--- src/hw/rtl/usc_pkg.sv ---
`timescale 1ns / 1ps
// ----------------------------------------------------------------------------
// UTF-8 sanitising copy: shared package
// Result kinds, the result beat type and the lead byte decoder.
// ----------------------------------------------------------------------------
package usc_pkg;

  // Result kind codes as they appear on the output channel.
  localparam logic [1:0] KindData   = 2'd0;
  localparam logic [1:0] KindTerm   = 2'd1;
  localparam logic [1:0] KindNoRoom = 2'd2;

  // Substitute for a bad lead byte or a byte of a broken sequence.
  localparam logic [7:0] SubstChar = 8'h5F;

  // Destination size after reset.
  localparam logic [15:0] CapacityReset = 16'd1024;

  // Number of result beats one input byte can give.
  localparam int unsigned MaxResults = 4;

  // Number of bytes an incomplete sequence can leave waiting.
  localparam int unsigned HeldDepth = 3;

  // One result beat.
  typedef struct packed {
    logic [7:0] data;
    logic [1:0] kind;
  } usc_result_t;

  // Sequence length announced by a lead byte, or zero if it is no lead byte.
  function automatic logic [2:0] usc_lead_len(input logic [7:0] b);
    logic [2:0] len;
    len = 3'd0;
    if (b[7] == 1'b0) begin
      len = 3'd1;
    end else if ((b & 8'hE0) == 8'hC0) begin
      len = 3'd2;
    end else if ((b & 8'hF0) == 8'hE0) begin
      len = 3'd3;
    end else if ((b & 8'hF8) == 8'hF0) begin
      len = 3'd4;
    end
    return len;
  endfunction

endpackage

--- src/hw/rtl/utf8_sanitizing_copy.sv ---
`timescale 1ns / 1ps
// ----------------------------------------------------------------------------
// UTF-8 sanitising copy
// Copies a zero-terminated byte string, replacing bad UTF-8 lead bytes and the
// bytes of broken sequences with '_', up to a configured destination size.
// ----------------------------------------------------------------------------
// Usage:
//   The input channel takes one source byte per beat; a zero byte ends the
//   string. The output channel gives data bytes, then one terminator beat
//   whose kind tells whether the zero could be written. run_last_o marks the
//   final result beat caused by one input byte. capacity_q is written through
//   cfg_wr_en_i / cfg_wr_data_i; the user must do so only while the block is
//   idle, as the block itself does not enforce it. Each accepted byte is
//   decoded in the cycle it arrives and its results (none to four) are
//   loaded into a small result buffer, so the first result appears in the
//   cycle after acceptance. The buffer drains one beat a cycle while the
//   receiver does not stall. A byte giving at most one result lets the next
//   byte in the cycle its result leaves; one giving more keeps the input
//   stalled until its last result leaves, as the buffer has one output port.
//   Reset clears the held sequence, the write count and the buffer, and sets
//   the capacity to 1024. While the receiver stalls, the current beat holds
//   and the input stalls for as long as the buffer is not empty.
// ----------------------------------------------------------------------------
module utf8_sanitizing_copy (
  input  logic        clk_i,
  input  logic        rst_ni,
  // Configuration
  input  logic        cfg_wr_en_i,
  input  logic [15:0] cfg_wr_data_i,
  // Input channel
  input  logic        in_valid_i,
  output logic        in_stall_o,
  input  logic [7:0]  in_byte_i,
  // Output channel
  output logic        out_valid_o,
  input  logic        out_stall_i,
  output logic [7:0]  out_byte_o,
  output logic [1:0]  out_kind_o,
  output logic        run_last_o
);

  import usc_pkg::*;

  logic [15:0] capacity_q;
  logic [7:0]  held_q [HeldDepth];
  logic [7:0]  held_d [HeldDepth];
  logic [1:0]  held_cnt_q, held_cnt_d;
  logic [2:0]  exp_len_q, exp_len_d;
  logic [15:0] written_q, written_d;

  usc_result_t res_q [MaxResults];
  usc_result_t res_d [MaxResults];
  logic [2:0]  res_cnt_q, res_cnt_d;

  logic        in_acc;
  logic        out_take;
  logic [2:0]  lead_len;
  logic        is_cont;
  logic [7:0]  cand [MaxResults];
  logic [2:0]  cand_n;
  logic        term;
  logic [15:0] room;
  logic [2:0]  emit_n;
  logic [15:0] written_sum;
  usc_result_t ent [MaxResults];
  logic [2:0]  ent_n;

  // Handshake: take a new byte once the buffer is empty or its last beat leaves.
  assign out_take   = out_valid_o && !out_stall_i;
  assign in_stall_o = (res_cnt_q > 3'd1) || ((res_cnt_q == 3'd1) && out_stall_i);
  assign in_acc     = in_valid_i && !in_stall_o;

  assign out_valid_o = (res_cnt_q != 3'd0);
  assign out_byte_o  = res_q[0].data;
  assign out_kind_o  = res_q[0].kind;
  assign run_last_o  = (res_cnt_q == 3'd1);

  // Decode of the arriving byte against the held sequence.
  always_comb begin
    lead_len   = usc_lead_len(in_byte_i);
    is_cont    = (in_byte_i[7:6] == 2'b10);
    cand_n     = 3'd0;
    term       = 1'b0;
    held_d     = held_q;
    held_cnt_d = held_cnt_q;
    exp_len_d  = exp_len_q;
    for (int i = 0; i < MaxResults; i++) begin
      cand[i] = SubstChar;
    end

    if (in_byte_i == 8'd0) begin
      // End of string: every held byte becomes '_' and a terminator follows.
      cand_n     = {1'b0, held_cnt_q};
      term       = 1'b1;
      held_cnt_d = 2'd0;
      exp_len_d  = 3'd0;
      for (int i = 0; i < HeldDepth; i++) begin
        held_d[i] = 8'd0;
      end
    end else if (held_cnt_q == 2'd0) begin
      // Nothing held: the byte is a lead byte.
      if (lead_len == 3'd1) begin
        cand[0] = in_byte_i;
        cand_n  = 3'd1;
      end else if (lead_len == 3'd0) begin
        cand_n = 3'd1;
      end else begin
        held_d[0]  = in_byte_i;
        held_cnt_d = 2'd1;
        exp_len_d  = lead_len;
      end
    end else if (is_cont) begin
      if (({1'b0, held_cnt_q} + 3'd1) >= exp_len_q) begin
        // Sequence complete: copy the held bytes and this one.
        for (int i = 0; i < HeldDepth; i++) begin
          cand[i] = (i < int'(held_cnt_q)) ? held_q[i] : in_byte_i;
        end
        cand[MaxResults - 1] = in_byte_i;
        cand_n     = {1'b0, held_cnt_q} + 3'd1;
        held_cnt_d = 2'd0;
        exp_len_d  = 3'd0;
        for (int i = 0; i < HeldDepth; i++) begin
          held_d[i] = 8'd0;
        end
      end else begin
        held_d[held_cnt_q] = in_byte_i;
        held_cnt_d         = held_cnt_q + 2'd1;
      end
    end else begin
      // Broken sequence: held bytes become '_', then the byte starts afresh.
      for (int i = 0; i < HeldDepth; i++) begin
        held_d[i] = 8'd0;
      end
      held_cnt_d = 2'd0;
      exp_len_d  = 3'd0;
      if (lead_len == 3'd1) begin
        cand[held_cnt_q] = in_byte_i;
        cand_n           = {1'b0, held_cnt_q} + 3'd1;
      end else if (lead_len == 3'd0) begin
        cand_n = {1'b0, held_cnt_q} + 3'd1;
      end else begin
        cand_n     = {1'b0, held_cnt_q};
        held_d[0]  = in_byte_i;
        held_cnt_d = 2'd1;
        exp_len_d  = lead_len;
      end
    end
  end

  // Capacity limit: only a prefix of the data bytes fits.
  always_comb begin
    room        = (written_q < capacity_q) ? (capacity_q - written_q) : 16'd0;
    emit_n      = (room >= {13'd0, cand_n}) ? cand_n : room[2:0];
    written_sum = written_q + {13'd0, emit_n};
    written_d   = term ? 16'd0 : written_sum;
    for (int i = 0; i < MaxResults; i++) begin
      ent[i].data = cand[i];
      ent[i].kind = KindData;
    end
    if (term) begin
      ent[emit_n[1:0]].data = 8'd0;
      ent[emit_n[1:0]].kind = (written_sum < capacity_q) ? KindTerm : KindNoRoom;
    end
    ent_n = emit_n + {2'd0, term};
  end

  // Result buffer: loaded on acceptance, shifted as beats leave.
  always_comb begin
    res_d     = res_q;
    res_cnt_d = res_cnt_q;
    if (in_acc) begin
      res_d     = ent;
      res_cnt_d = ent_n;
    end else if (out_take) begin
      for (int i = 0; i < MaxResults - 1; i++) begin
        res_d[i] = res_q[i + 1];
      end
      res_cnt_d = res_cnt_q - 3'd1;
    end
  end

  // Control state and capacity register.
  always_ff @(posedge clk_i or negedge rst_ni) begin
    if (!rst_ni) begin
      capacity_q <= CapacityReset;
      held_cnt_q <= 2'd0;
      exp_len_q  <= 3'd0;
      written_q  <= 16'd0;
      res_cnt_q  <= 3'd0;
      for (int i = 0; i < HeldDepth; i++) begin
        held_q[i] <= 8'd0;
      end
    end else begin
      if (cfg_wr_en_i) begin
        capacity_q <= cfg_wr_data_i;
      end
      if (in_acc) begin
        held_q     <= held_d;
        held_cnt_q <= held_cnt_d;
        exp_len_q  <= exp_len_d;
        written_q  <= written_d;
      end
      res_cnt_q <= res_cnt_d;
    end
  end

  // Result payload needs no reset.
  always_ff @(posedge clk_i) begin
    res_q <= res_d;
  end

endmodule

--- config.mk ---
export PLATFORM = sky130hd
export DESIGN_NAME = utf8_sanitizing_copy
export DESIGN_NICKNAME = d
export VERILOG_FILES = /design/src/hw/rtl/usc_pkg.sv /design/src/hw/rtl/utf8_sanitizing_copy.sv
export SDC_FILE = /design/constraint.sdc
export NUM_CORES = 1
export LEC_CHECK = 0
export BUFFER_PORTS_ARGS = -buffer_cell sky130_fd_sc_hd__buf_2
export CAP_MARGIN = 20
export CELL_PAD_IN_SITES_DETAIL_PLACEMENT = 1
export CELL_PAD_IN_SITES_GLOBAL_PLACEMENT = 2
export CORE_MARGIN = 2
export CORE_UTILIZATION = 42
export CTS_CLUSTER_DIAMETER = 50
export CTS_CLUSTER_SIZE = 30
export DETAILED_ROUTE_END_ITERATION = 10
export PLACE_DENSITY_LB_ADDON = 0.25
export SKIP_CTS_REPAIR_TIMING = 1
export SLEW_MARGIN = 20
export SYNTH_ARGS = -nofsm -noshare
export SYNTH_HDL_FRONTEND = slang
export SYNTH_SLANG_ARGS = --single-unit
--- constraint.sdc ---
create_clock -name clk_i -period 16.9 [get_ports clk_i]
set_input_delay 4.225 -clock clk_i [delete_from_list [all_inputs] [get_ports clk_i]]
set_output_delay 4.225 -clock clk_i [all_outputs]
set_load 0.03 [all_outputs]
==> out/summary.txt <==
ratio of cells with drive above 1 in the final layout -> 10.4%
worst vdd ir -> 0.0000814 V
Yosys warnings -> 0
MaxCap Viol Count -> 0
vias per cell -> 5.85
vias in the first global route -> 5,998
setup TNS -> 0 ps
post-synth top area share -> 22.7%
commonest non-fill, non-tap cells in the layout -> nand2_1, o21ai_0, dfrtp_1
type of the worst min-delay path -> reg2reg
Synth Instances -> 780
die height -> 133 um
worst slew pin tran -> 1020 ps
crit-path max cell delay -> 920 ps
CTS Buf Count -> 9
Yosys reg bits -> 104
Mean Syn Cell Area -> 8.90 um2
GR Overflow Total -> 0
CP Launch Type -> primary input
Core Area -> 16,000 um2
clk root buf -> clkbuf_16
combinational power share -> 46.9%
Vias -> 5,918
Starting Density -> 43.4%
final period utilization -> 77.7%
H-tree Lvls -> 3
crit end category -> register
I/O Pins -> 42
run status -> finished clean
Synth area leaders -> dfrtp_1, edfxtp_1, ha_1
CP arrival -> 13,250 ps
worst skew pair latency -> 360 ps
CTS tree -> yes
Post-synth EDFFs -> 40
Critical Path Slowest Stage Cell -> or4_1
Post-synth top flop -> dfrtp_1
max_slew headroom -> 30.3%
drt total wl -> 20.7 mm
Clock power frac -> 20.3%
Buffers on Ports -> 41
switch share -> 43.4%
post-synth top area cell -> dfrtp_1
Syn-to-layout area delta -> 8.42%
RSZ-0062 raised after global routing -> false
Fmax -> 76.2 MHz
DIE AREA -> 17,600 um2
gpl congestion -> 0.895
first-pass GRT wire length -> 33.2 mm
leakage -> 3.23 nW
fin crit period -> 13,130 ps
areal power density over the cells -> 156 nW/um2
CTS clock-pin slew for the worst setup and hold paths -> 80 ps
DP Cell Count -> 995
crit-path max FO -> 21
Final nets -> 870
sequential share of power -> 32.8%
WP data required -> 17,030 ps
CP Class -> in2reg
Pint -> 0.665 mW
largest net degree at the start of global routing -> 65
1st-pass router iterations -> 4
GR Util All Layers -> 24.0%
switching pwr -> 0.509 mW
antenna cells -> 0
Post-Route Skew -> 10.6 ps
Final Hold Vio Count -> 0
Residual DRC -> 0
asr flop ratio synth -> 61.5%
Post-Layout Cell Count -> 1,011
CTS Sinks -> 104
HPWL reported at the end of detailed placement -> 15.2 mm
Buf/Inv on CP -> 3
Yosys cell types -> 69
Die W -> 133 um
initial antenna violation count -> 0
final slew viol count -> 0
commonest non-fill, non-tap cell in the layout -> nand2_1
Synthesized Nets -> 860
ANT nets after route -> 0
# rows -> 46
drt first-iter violations -> 377
Max Root-Sink Buffers -> 2
cell family with most CP delay -> simple AND/OR/NAND/NOR gates
Min Hold Slack -> 495 ps
Final setup viols -> 0
mapped cell area -> 6940 um2
WL/cell -> 20.5 um
Seq/Total Area, Yosys -> 40.4%
-- tightest hold or removal path, cell delays in order, from the launching register on --
cell and delay, ps:
dfrtp_1 350, nand2_1 50, o21ai_0 60
-- power groups by stage --
| stage | Sequential (mW) | Combinational [mW] | Clock (mW) |
|---|---|---|---|
| floorplan | 0.375 | 0.408 | 0 |
| global placement | 0.387 | 0.529 | 0 |
| detailed placement | 0.390 | 0.546 | 0 |
| CTS | 0.386 | 0.550 | 0.240 |
| global route | 0.393 | 0.612 | 0.251 |
| finish | 0.386 | 0.550 | 0.238 |
-- layer usage --
layer	vias to the layer above	share of wire (%)	GRT usage, %
li1	2797	-	-
met1	2951	50	35.7
met2	145	44	36.4
met3	25	4.7	3.72
met4	0	1.7	6.39
met5	-	0	0
-- synthesized netlist by cell type (8+ instances only) --
master / n
a21oi_1: 61
a21o_1: 17
nand2b_1: 9
nand3_1: 18
o22ai_1: 17
ha_1: 49
o22a_1: 8
a22o_1: 19
dfrtp_1: 63
buf_4: 10
nor2_1: 53
clkbuf_1: 27
and3_1: 9
o21ai_0: 77
nand2_1: 106
edfxtp_1: 40
xnor2_1: 19
inv_1: 51
o31ai_1: 11
-- stage by stage --
step,worst slack [ps],power (mW),instance area (um2),utilization (%)
floorplan,5410,0.783,6940,-
global placement,3840,0.916,7200,45.0
finish,3770,1.17,7520,47.0
detailed placement,3430,0.936,7200,45.0
CTS,3790,1.18,7520,47.0
global route,3090,1.26,7520,47.0
-- logic make-up after synthesis --
kind of cell    after synthesis  share of synthesized area, %
compound gates              247                          22.7
fa+ha+maj                    51                          9.41
xor+xnor                     24                          3.03
mux                           9                          1.37
flops                       104                          40.4
simple gates                245                          16.5
buf+inv                     100                          6.51
-- layout make-up --
cell class / count / area (um2)
fillers: 1920 / 8480
multi-input cells: 576 / 3680
flip-flops and latches: 104 / 2800
well taps: 216 / 270
repair buffers: 46 / 243
clock buffers: 10 / 229
inverters: 53 / 199
clock inverters: 6 / 95.1
-- state kept, by name, summed over array words and instances (netlist names) --
| register | flops |
|---|---|
| capacity_q | 16 |
| res_q | 30 |
| written_q | 16 |
| held_cnt_q | 2 |
| res_cnt_q | 3 |
| held_q | 24 |
| out_kind_o | 2 |
| exp_len_q | 3 |
| out_byte_o | 8 |
-- worst paths after layout --
check | startpoint | end | slack [ps] | cells past startpoint
max in group asynchronous | rst_ni | held_q[11] | 12230 | 2
setup reg to reg | held_cnt_q[1] | out_kind_o[1] | 7170 | 36
setup / recovery | in_byte_i[1] | out_kind_o[1] | 3770 | 36
min in group asynchronous | rst_ni | capacity_q[4] | 4030 | 2
hold / removal | exp_len_q[0] | exp_len_q[0] | 490 | 2
hold reg to reg | exp_len_q[0] | exp_len_q[0] | 490 | 2
No activity file was read; power rests on OpenSTA's default activity.
